## src/hdl/hdnw_pkg.sv

```systemverilog
// Shared types and constants for the HD44780 four-bit nibble writer.
// Used by hdnw_pulse_gen, hd44780_nibble_writer and hdnw_checker; no dependencies.
`default_nettype none

package hdnw_pkg;

	// request kinds carried on the input tuser
	typedef enum logic [2:0] {
		OP_CMD    = 3'd0,
		OP_DATA   = 3'd1,
		OP_GOTO   = 3'd2,
		OP_NUMBER = 3'd3,
		OP_INIT   = 3'd4
	} op_t;

	// configuration register indexes
	typedef enum logic [1:0] {
		CFG_FUNCTION_SET = 2'd0,
		CFG_DISPLAY_CTRL = 2'd1,
		CFG_ENTRY_MODE   = 2'd2
	} cfg_idx_t;

	localparam int MAX_COLUMNS_DEF = 40;

	localparam int IN_TDATA_W  = 40;
	localparam int OUT_TDATA_W = 24;

	localparam logic [7:0] FUNCTION_SET_RST = 8'h28;
	localparam logic [7:0] DISPLAY_CTRL_RST = 8'h0E;
	localparam logic [7:0] ENTRY_MODE_RST   = 8'h06;

	localparam logic [7:0] CMD_CLEAR      = 8'h01;
	localparam logic [7:0] CMD_SET_DDRAM  = 8'h80;
	localparam logic [7:0] DDRAM_LINE2    = 8'h40;
	localparam logic [3:0] ASCII_DIGIT_HI = 4'h3;
	localparam logic [3:0] WAKE_NIBBLE    = 4'h3;
	localparam logic [3:0] FOUR_BIT_NIB   = 4'h2;

	localparam logic [7:0] BYTE_WAIT     = 8'd2;
	localparam logic [7:0] INIT_CMD_WAIT = 8'd250;
	localparam logic [7:0] WAKE_WAIT_0   = 8'd40;
	localparam logic [7:0] WAKE_WAIT_A   = 8'd5;

	localparam int          NUM_W   = 14;
	localparam logic [15:0] NUM_MAX = 16'd9999;

	// pulse index of the final pulse for each kind of run
	localparam logic [3:0] LAST_BYTE   = 4'd1;
	localparam logic [3:0] LAST_NUMBER = 4'd7;
	localparam logic [3:0] LAST_INIT   = 4'd13;

	// one enable pulse, without the end-of-run mark
	typedef struct packed {
		logic       rs;
		logic [3:0] nibble;
		logic [7:0] wait_before;
		logic [7:0] wait_after;
	} pulse_t;

	// power-up commands as written through the config port
	typedef struct packed {
		logic [7:0] function_set;
		logic [7:0] display_ctrl;
		logic [7:0] entry_mode;
	} init_cmds_t;

endpackage

`default_nettype wire

```

## src/hdl/hd44780_nibble_writer.sv

```systemverilog
// Top level of the HD44780 four-bit nibble writer: request register, pulse sequencer,
// output register and config registers. Depends on hdnw_pkg and hdnw_pulse_gen.
//
// Each accepted request is played out as a run of enable-pulse words, one word per
// clock while the output side takes them: a command or data byte or a goto gives 2
// words, a number 8, the power-up sequence 14; an unknown op or a goto to a column
// not below MAX_COLUMNS gives none. The pulse counter sets the pace, and the next
// request is accepted in the cycle its predecessor's last word enters the output
// register. A number above 9999 is shown as 9999; its digits are peeled off one per
// byte by a compare bank and a subtract on a remainder register. The three power-up
// commands are read from the config registers when the words go out, so write them
// only while the block is idle. tlast marks the final word of each run.
`default_nettype none

module hd44780_nibble_writer #(
	parameter int MAX_COLUMNS = hdnw_pkg::MAX_COLUMNS_DEF
) (
	input  var logic                               clk,
	input  var logic                               arst_n,
	// request stream
	input  var logic                               s_axis_tvalid,
	output logic                                   s_axis_tready,
	// byte_value[7:0], column[15:8], row[16], number[32:17], zero [39:33]
	input  var logic [hdnw_pkg::IN_TDATA_W-1:0]    s_axis_tdata,
	// op[2:0]
	input  var logic [2:0]                         s_axis_tuser,
	// pulse stream
	output logic                                   m_axis_tvalid,
	input  var logic                               m_axis_tready,
	// nibble[3:0], wait_before[11:4], wait_after[19:12], zero [23:20]
	output logic [hdnw_pkg::OUT_TDATA_W-1:0]       m_axis_tdata,
	// reg_select[0]
	output logic                                   m_axis_tuser,
	output logic                                   m_axis_tlast,
	// config write channel
	input  var logic                               cfg_valid,
	output logic                                   cfg_ready,
	input  var logic [1:0]                         cfg_index,
	input  var logic [7:0]                         cfg_data
);
	import hdnw_pkg::*;

	localparam logic [8:0] MaxCol = 9'(MAX_COLUMNS);

	// request fields
	op_t              in_op;
	logic [7:0]       in_byte;
	logic [7:0]       in_column;
	logic             in_row;
	logic [15:0]      in_number;
	logic             in_has_pulses;
	logic [7:0]       in_goto_cmd;
	logic             accept;

	// sequencer
	logic             busy_q;
	op_t              op_q;
	logic [7:0]       byte_q;
	logic [NUM_W-1:0] rem_q;
	logic [3:0]       idx_q;
	logic [3:0]       last_idx_q;
	init_cmds_t       cmds_q;
	logic             emit;
	logic             finish;
	pulse_t           pulse;
	logic [NUM_W-1:0] digit_sub;

	// output register
	logic             out_valid_q;
	pulse_t           out_pulse_q;
	logic             out_last_q;

	assign in_op     = op_t'(s_axis_tuser);
	assign in_byte   = s_axis_tdata[7:0];
	assign in_column = s_axis_tdata[15:8];
	assign in_row    = s_axis_tdata[16];
	assign in_number = s_axis_tdata[32:17];

	assign in_goto_cmd = CMD_SET_DDRAM | (in_row ? DDRAM_LINE2 : 8'h00) | in_column;

	// which requests produce any words
	always_comb begin
		case (in_op)
			OP_CMD, OP_DATA, OP_NUMBER, OP_INIT: in_has_pulses = 1'b1;
			OP_GOTO: in_has_pulses = ({1'b0, in_column} < MaxCol);
			default: in_has_pulses = 1'b0;
		endcase
	end

	// handshake
	assign emit          = busy_q && (!out_valid_q || m_axis_tready);
	assign finish        = emit && (idx_q == last_idx_q);
	assign s_axis_tready = !busy_q || finish;
	assign accept        = s_axis_tvalid && s_axis_tready;
	assign cfg_ready     = 1'b1;

	hdnw_pulse_gen u_pulse_gen (
		.op         (op_q),
		.byte_value (byte_q),
		.remainder  (rem_q),
		.idx        (idx_q),
		.cmds       (cmds_q),
		.pulse      (pulse),
		.digit_sub  (digit_sub)
	);

	// sequencer: load a request, then step through its words
	always_ff @(posedge clk or negedge arst_n) begin
		if (!arst_n) begin
			busy_q <= 1'b0;
			idx_q  <= 4'd0;
		end else if (accept) begin
			busy_q <= in_has_pulses;
			idx_q  <= 4'd0;
		end else if (finish) begin
			busy_q <= 1'b0;
		end else if (emit) begin
			idx_q <= idx_q + 4'd1;
		end
	end

	// request payload
	always_ff @(posedge clk) begin
		if (accept) begin
			op_q   <= in_op;
			byte_q <= (in_op == OP_GOTO) ? in_goto_cmd : in_byte;
			rem_q  <= (in_number > NUM_MAX) ? NUM_MAX[NUM_W-1:0] : in_number[NUM_W-1:0];
			case (in_op)
				OP_NUMBER: last_idx_q <= LAST_NUMBER;
				OP_INIT:   last_idx_q <= LAST_INIT;
				default:   last_idx_q <= LAST_BYTE;
			endcase
		end else if (emit && idx_q[0] && op_q == OP_NUMBER) begin
			rem_q <= rem_q - digit_sub;
		end
	end

	// config registers
	always_ff @(posedge clk or negedge arst_n) begin
		if (!arst_n) begin
			cmds_q.function_set <= FUNCTION_SET_RST;
			cmds_q.display_ctrl <= DISPLAY_CTRL_RST;
			cmds_q.entry_mode   <= ENTRY_MODE_RST;
		end else if (cfg_valid) begin
			case (cfg_idx_t'(cfg_index))
				CFG_FUNCTION_SET: cmds_q.function_set <= cfg_data;
				CFG_DISPLAY_CTRL: cmds_q.display_ctrl <= cfg_data;
				CFG_ENTRY_MODE:   cmds_q.entry_mode   <= cfg_data;
				default: begin
					// unused index, write dropped
				end
			endcase
		end
	end

	// output register
	always_ff @(posedge clk or negedge arst_n) begin
		if (!arst_n) begin
			out_valid_q <= 1'b0;
		end else if (emit) begin
			out_valid_q <= 1'b1;
		end else if (m_axis_tready) begin
			out_valid_q <= 1'b0;
		end
	end

	always_ff @(posedge clk) begin
		if (emit) begin
			out_pulse_q <= pulse;
			out_last_q  <= (idx_q == last_idx_q);
		end
	end

	assign m_axis_tvalid = out_valid_q;
	assign m_axis_tdata  = {4'd0, out_pulse_q.wait_after, out_pulse_q.wait_before,
		out_pulse_q.nibble};
	assign m_axis_tuser  = out_pulse_q.rs;
	assign m_axis_tlast  = out_last_q;

endmodule

`default_nettype wire

```

## src/hdl/hdnw_pulse_gen.sv

```systemverilog
// Forms one enable pulse from the request being played out and its pulse index.
// Also extracts the current decimal digit of a number. Depends on hdnw_pkg.
`default_nettype none

module hdnw_pulse_gen (
	input  var hdnw_pkg::op_t                    op,
	input  var logic [7:0]                       byte_value,
	input  var logic [hdnw_pkg::NUM_W-1:0]       remainder,
	input  var logic [3:0]                       idx,
	input  var hdnw_pkg::init_cmds_t             cmds,
	output hdnw_pkg::pulse_t                     pulse,
	output logic [hdnw_pkg::NUM_W-1:0]           digit_sub
);
	import hdnw_pkg::*;

	logic [3:0]       digit;
	logic [NUM_W-1:0] thr;
	logic [3:0]       init_k;
	logic [7:0]       init_byte;

	// current digit: count of place-value steps that fit in the remainder
	always_comb begin
		digit     = 4'd0;
		digit_sub = '0;
		for (int k = 1; k <= 9; k++) begin
			case (idx[2:1])
				2'd0:    thr = NUM_W'(k * 1000);
				2'd1:    thr = NUM_W'(k * 100);
				2'd2:    thr = NUM_W'(k * 10);
				default: thr = NUM_W'(k);
			endcase
			if (remainder >= thr) begin
				digit     = 4'(k);
				digit_sub = thr;
			end
		end
	end

	// command byte of the power-up tail
	always_comb begin
		init_k = idx - 4'd4;
		case (init_k[3:1])
			3'd0:    init_byte = cmds.function_set;
			3'd1:    init_byte = cmds.display_ctrl;
			3'd2:    init_byte = CMD_CLEAR;
			3'd3:    init_byte = cmds.entry_mode;
			default: init_byte = CMD_SET_DDRAM;
		endcase
	end

	// pulse fields
	always_comb begin
		pulse.rs          = 1'b0;
		pulse.nibble      = idx[0] ? byte_value[3:0] : byte_value[7:4];
		pulse.wait_before = 8'd0;
		pulse.wait_after  = BYTE_WAIT;
		case (op)
			OP_DATA: begin
				pulse.rs = 1'b1;
			end
			OP_NUMBER: begin
				pulse.rs     = 1'b1;
				pulse.nibble = idx[0] ? digit : ASCII_DIGIT_HI;
			end
			OP_INIT: begin
				case (idx)
					4'd0: begin
						pulse.nibble      = WAKE_NIBBLE;
						pulse.wait_before = WAKE_WAIT_0;
						pulse.wait_after  = WAKE_WAIT_A;
					end
					4'd1: begin
						pulse.nibble     = WAKE_NIBBLE;
						pulse.wait_after = WAKE_WAIT_A;
					end
					4'd2: begin
						pulse.nibble = WAKE_NIBBLE;
					end
					4'd3: begin
						pulse.nibble     = FOUR_BIT_NIB;
						pulse.wait_after = 8'd0;
					end
					default: begin
						pulse.nibble     = init_k[0] ? init_byte[3:0] : init_byte[7:4];
						pulse.wait_after = init_k[0] ? BYTE_WAIT + INIT_CMD_WAIT : BYTE_WAIT;
					end
				endcase
			end
			default: begin
				// command byte and goto use the defaults
			end
		endcase
	end

endmodule

`default_nettype wire

```

## config.mk

```make
export PLATFORM = sky130hd
export DESIGN_NAME = hd44780_nibble_writer
export DESIGN_NICKNAME = d
export VERILOG_FILES = /design/src/hdl/hdnw_pkg.sv /design/src/hdl/hd44780_nibble_writer.sv /design/src/hdl/hdnw_pulse_gen.sv
export SDC_FILE = /design/constraint.sdc
export NUM_CORES = 1
export LEC_CHECK = 0
export BUFFER_PORTS_ARGS = -buffer_cell sky130_fd_sc_hd__buf_4
export CAP_MARGIN = 5
export CELL_PAD_IN_SITES_DETAIL_PLACEMENT = 0
export CELL_PAD_IN_SITES_GLOBAL_PLACEMENT = 1
export CORE_MARGIN = 1.5
export CORE_UTILIZATION = 46
export CTS_BUF_LIST = sky130_fd_sc_hd__clkbuf_2
export DETAILED_ROUTE_END_ITERATION = 16
export PLACE_DENSITY = 0.92
export SLEW_MARGIN = 30
export SYNTH_ARGS = -nofsm -noshare
export SYNTH_HDL_FRONTEND = slang
export SYNTH_SLANG_ARGS = --single-unit
```

## constraint.sdc

```tcl
create_clock -name clk -period 7.3 [get_ports clk]
set_input_delay 0.365 -clock clk [delete_from_list [all_inputs] [get_ports clk]]
set_output_delay 0.365 -clock clk [all_outputs]
set_load 0.02 [all_outputs]
```

Word-level counts from Yosys, hierarchy flattened
Index checks and enable logic that the tools add are counted.

Flip-flop bits (word level): 81. Output and inout bits: 29. Word-level logic and storage cells: 126.

$add $sub $neg: 3. $lt $le $gt $ge: 11. Eq/ne operators: 19. Multiplexer cells: 51. Bitwise gates (word level): 1. Reduce and logical (&&, ||, !) cells: 26.

Operators with widths (number): $pmux W13 S3 (4); $pmux W12 S3 (2); $ge A14 B13 Y1 (4); $mux W14 (4); $mux W13 (4); $pmux W14 S3 (1); $pmux W11 S3 (1); $mux W4 (8); $pmux W8 S4 (1); $pmux W10 S3 (1); $ge A14 B12 Y1 (2); $mux W12 (2); $pmux W4 S2 (3); $pmux W8 S3 (1); $gt A16 B14 Y1 const B (1); $mux W8 (2); $eq A3 B2 Y1 const B (5); $ge A14 B10 Y1 (1); $ge A14 B11 Y1 (1); $ge A14 B14 Y1 (1); $sub A14 B14 Y14 (1); $mux W3 (4); $mux W11 (1); $mux W10 (1); other kinds (28) (55).

Depth between registers and ports, before layout
Word-level depth: 15. Gate-level depth with buffers: 24.

Hierarchy
From an unflattened synthesis, not the netlist that was laid out.

Cells, all modules: 677. Area total of the unflattened synthesis: 6557.5 sq um.

Modules (own cells, without submodules): hd44780_nibble_writer (instances 1, cells an instance 297, area each 3863.7 sq um, seq. area each 2260.9 sq um); hdnw_pulse_gen (instances 1, cells an instance 380, area each 2693.8 sq um, seq. area each 0.0 sq um).

Worst setup path after synthesis
OpenSTA, ideal clock, no wires.

Path type: flip-flop to flip-flop. From: reg idx_q[2]. To: reg rem_q[12], data pin. Library setup time: 0.290 ns. Arrival: 4.864 ns. Required time: 7.010 ns. Path slack: 2.146 ns. Stages on the path, launching flop included: 21. Clock period less this slack: 5.154 ns. Cell sequence: dfrtp_1 -> inv_1 -> ha_1 -> o21ai_0 -> ha_1 -> and4_1 -> a221oi_1 -> o21ai_1 -> a21oi_1 -> nor2_1 -> o311a_1 -> a211o_1 -> fa_1 -> nor2b_1 -> o21ai_0 -> a21boi_0 -> o21ai_0 -> o21ai_0 -> o41ai_1 -> xor2_1 -> o21ai_0.

Word-level cells in the longest chain between the ends: 15.

Ends and longest elaborated chain: from (decl) (RTL line hd44780_nibble_writer.sv:60) `logic [3:0] idx_q;`; from (signal assigned) (RTL line hd44780_nibble_writer.sv:118) `idx_q <= idx_q + 4'd1;`; $eq A2 B2 Y1 (tied with other cells) (RTL line hdnw_pulse_gen.sv:26) `case (idx[2:1])`; $pmux W10 S3 (RTL line hdnw_pulse_gen.sv:26); $ge A14 B10 Y1 (RTL line hdnw_pulse_gen.sv:32) `if (remainder >= thr) begin`; $mux W10 (RTL line hdnw_pulse_gen.sv:32); $mux W11 (RTL line hdnw_pulse_gen.sv:32); $mux W12 (2 in series) (RTL line hdnw_pulse_gen.sv:32); $mux W13 (4 in series) (RTL line hdnw_pulse_gen.sv:32); $mux W14 (RTL line hdnw_pulse_gen.sv:32); $sub A14 B14 Y14 (RTL line hd44780_nibble_writer.sv:134) `rem_q <= rem_q - digit_sub;`; $mux W14 (RTL line hd44780_nibble_writer.sv:133) `end else if (emit && idx_q[0] && op_q == OP_NUMBER) begin`; $mux W14 * (RTL line hd44780_nibble_writer.sv:124) `if (accept) begin`; to (signal assigned) (RTL line hd44780_nibble_writer.sv:127) `rem_q <= (in_number > NUM_MAX) ? NUM_MAX[NUM_W-1:0] : in_number[NUM_W-1:0];`; to (signal assigned) (RTL line hd44780_nibble_writer.sv:134); to (decl) (RTL line hd44780_nibble_writer.sv:59) `logic [NUM_W-1:0] rem_q;`.

Mark *: on every way between the ends. The rest lies on a longest branch, timed or not. The select of a mux whose other input is x is not followed. A chain may end at the register's enable or synchronous reset.

Final worst setup path
Ends and elaborated chain as after synthesis.

==> results.py <==
metrics = {
    "setup_path": {
        "critPathMaxStageDelay_ns": 0.71,
        "start_kind": "flop",
        "end_kind": "flop",
        "critPathLaunch": "idx_q[2]",
        "path_max_fanout": 10,
        "cp_top_family": "compound AO/OA/AOI/OAI gates",
        "crit_path_end": "rem_q[12]",
        "arrival_ns": 6.59,
        "required_ns": 7.62,
        "r2r_cells": 24,
        "crit_cells": 24,
        "reg2reg_slack_ns": 1.03,
        "crit_path_cell_trace": "inv_1 -> ha_1 -> or2_2 -> inv_1 -> ha_1 -> and2_1 -> a211o_1 -> a21boi_1 -> o31ai_1 -> a21oi_1 -> o21bai_1 -> a21oi_1 -> o22ai_1 -> ha_1 -> fa_1 -> nor2b_1 -> o21ai_0 -> a21boi_0 -> buf_4 -> o21ai_0 -> o21ai_0 -> o41ai_1 -> xor2_1 -> o21ai_0",
        "crit_slowest_cell": "dfrtp_1",
        "r2r_start": "idx_q[2]",
        "crit_type": "reg2reg",
        "cpMostUsedCell": "o21ai_0",
        "r2r-end": "rem_q[12]",
        "cp_num_buf_inv": 3,
    },
    "sta": {
        "setup-tns-final_ns": 0,
        "finalSetupViolCount": 0,
        "min_period_ns": 6.27,
        "maxSlewHeadroom_pct": 48.3,
        "skew_ns": 0.0355,
        "hold_viol_final": 0,
        "drv_slew": 0,
        "setup_ws_ns": 1.03,
        "tightest_slew_ns": 0.772,
        "rsz0062_at_grt": "false",
        "fmax_ghz": 0.160,
        "finalCritPeriodShare_pct": 85.9,
    },
    "floorplanning": {
        "core_mm2": 0.0127,
        "rows": 41,
        "chipWidth_um": 117,
        "io_pins": 87,
        "initial_core_util_pct": 47.5,
        "dieArea_mm2": 0.0138,
        "die_h_um": 117,
    },
    "synth": {
        "synth.distinct_cells": 84,
        "async_reset_ff_share_pct": 43.5,
        "synthAdderAreaFrac_pct": 14.7,
        "synthMuxAreaShare_pct": 6.86,
        "synth-xor-area-share_pct": 2.33,
        "synth_simple_gate_area_share_pct": 16.5,
        "avgSynthCellArea_um2": 9.28,
        "netlist_area_mm2": 0.00602,
        "synthCells": 648,
        "synth_edf_count": 39,
        "synthFlopType": "edfxtp_1",
        "synth_top_family_by_area": "compound AO/OA/AOI/OAI gates",
        "synth_seq_cells": 69,
        "synth_compound_area_share_pct": 22.3,
        "yosys_warnings": 0,
        "ys_seq_area_share_pct": 32.1,
    },
    "detailed_routing": {
        "drtIter0Drc": 555,
        "wl_um": 17100,
        "wire_per_inst_um": 19.1,
        "antenna_left": 0,
        "vias": 5458,
        "drcViolationCount": 0,
        "first_pass_iters": 6,
        "avgViaCountPerCell": 6.10,
    },
    "placement": {
        "pre_cts_slack_ns": 1.01,
        "gp_congestion": 0.967,
        "dp_cells": 875,
        "port_buffers": 68,
        "dp_hpwl_um": 13100,
    },
    "global_route": {
        "grt_usage_pct": 25.2,
        "grt_pass1_wl_um": 27800,
        "grt_overflow_total": 0,
        "grt_antenna_before_repair": 0,
        "grt_max_degree": 31,
        "grt_pass1_vias": 5276,
    },
    "layout": {
        "layout.nets": 846,
        "diodes": 0,
        "final_cells": 895,
        "final_layout_size_suffix_gt1_share_pct": 21.3,
        "syn2layout_area_growth_pct": 13.0,
        "fill_cells": 1177,
    },
    "cts": {
        "clk_pin_slew_ns": 0.23,
        "clk_latency_ns": 0.54,
        "cts_hold_buf": 4,
        "cts_buffer_depth": 2,
        "numCtsBuffers": 9,
        "cts-root-buf": "clkbuf_2",
        "h-tree-depth": 3,
        "cts_tree": "done",
        "cts_sinks": 69,
        "ctsResizeCount": 0,
        "cts_setup_buffers": 0,
    },
    "min_path": {
        "min_path_type": "in2reg",
    },
    "flow_run": {
        "drv_cap": 0,
    },
    "status": {
        "status": "finished, final reports clean",
    },
}
==> state kept, by name, summed over array words and instances, names as in the netlist <==
| signal | flops |
|---|---|
| m_axis_tuser | 1 |
| m_axis_tdata | 9 |
| last_idx_q | 3 |
| m_axis_tvalid | 1 |
| byte_q | 8 |
| idx_q | 4 |
| busy_q | 1 |
| rem_q | 14 |
| op_q | 3 |
| m_axis_tlast | 1 |
| cmds_q | 24 |
==> placed cells by master, fill, tap and decap left out, types with 7 or more instances in the layout <==
cell type and instances:
o31ai_1 10, nand2b_1 11, xor2_1 10, ha_1 69, dfstp_2 7, nor3_1 10
a31oi_1 12, o21ai_1 11, clkbuf_2 9, inv_1 26, nor2_1 63, nand2_1 52
a21oi_1 39, edfxtp_1 39, o21ai_0 34, nand3_1 10, conb_1 11, a211oi_1 10
a21o_1 8, dfrtp_1 23, mux2_2 30, buf_4 77, o21a_1 7, or2_2 9
==> cell type report <==
cell class                      count  area [µm²]  area share (%)
Clock buffer                        9        45.0           0.663
Clock inverter                      7        73.8            1.09
Inverter                           27         101            1.49
Multi-Input combinational cell    530        3810            56.1
Sequential cell                    69        1930            28.4
Tap cell                          172         215            3.17
Timing Repair Buffer               81         618            9.09
==> worst min-delay path by stage <==
stage	from	cells after the start	end
after floorplan	arst_n	0	busy_q
after global routing	s_axis_tuser[0]	1	op_q[0]
after detailed placement	arst_n	1	m_axis_tvalid
after global placement	arst_n	1	m_axis_tvalid
final	s_axis_tuser[0]	1	op_q[0]
after CTS	s_axis_tuser[0]	1	op_q[0]
==> cell usage after synthesis, drive strengths merged, types with 3 or more instances <==
library cell / count / area, µm²
nor2b: 5 / 31.3
a222oi: 3 / 30.0
xnor2: 6 / 52.6
nand2b: 12 / 77.6
dfstp: 7 / 184
mux2i: 6 / 60.1
o311a: 3 / 30.0
ha: 69 / 863
nand4: 5 / 31.3
nor2: 65 / 249
a21o: 9 / 68.8
mux2: 31 / 353
nand3: 10 / 50.1
inv: 26 / 97.6
nand2: 53 / 201
nand3b: 3 / 22.5
o22ai: 3 / 18.8
or2: 11 / 68.8
xor2: 10 / 87.6
and3: 5 / 36.3
a31oi: 12 / 75.1
o21a: 7 / 52.6
edfxtp: 39 / 1170
a221o: 3 / 30.0
a211oi: 10 / 75.1
buf: 24 / 180
a21oi: 39 / 195
a22oi: 6 / 45.0
o311ai: 3 / 43.8
o211ai: 3 / 22.5
clkbuf: 7 / 30.0
nor4: 7 / 50.1
dfrtp: 23 / 576
nor3: 10 / 50.1
a21boi: 4 / 30.0
a221oi: 7 / 67.6
a211o: 4 / 35.0
o21ai: 46 / 234
o31ai: 10 / 75.1
a2111oi: 4 / 41.3
==> kinds of logic (layout without fill, tap and decap cells) <==
family                     after synthesis  count (layout)
buffers and inverters                   58             124
xor gates and xnor gates                16              16
other                                    2              11
AOI/OAI and AO/OA                      195             195
DFF                                     69              69
muxes                                   37              37
adders and majority gates               70              70
and+or+nand+nor                        201             201
==> metal layers <==
metal / vias to the layer above / wire length (µm) / share of wire [%] / GRT usage (%)
met5: - / 0 / 0 / 0
met1: 2656 / 7770 / 45 / 35.5
met4: 0 / 320 / 1.9 / 7.02
met2: 202 / 8040 / 47 / 40.8
met3: 25 / 980 / 5.7 / 2.82
li1: 2575 / - / - / -
==> metrics by stage <==
stage	util, %	hold slack, ns	area [µm²]
after floorplan	-	0.0694	6050
after global placement	52.3	0.299	6630
after detailed placement	52.3	0.316	6630
after CTS	53.6	0.00760	6790
after global routing	53.6	0.00648	6800
final	53.6	0.0549	6800
Power is not shown: default switching activity piles up to over one toggle a cycle in this logic, so the estimate is an artifact.
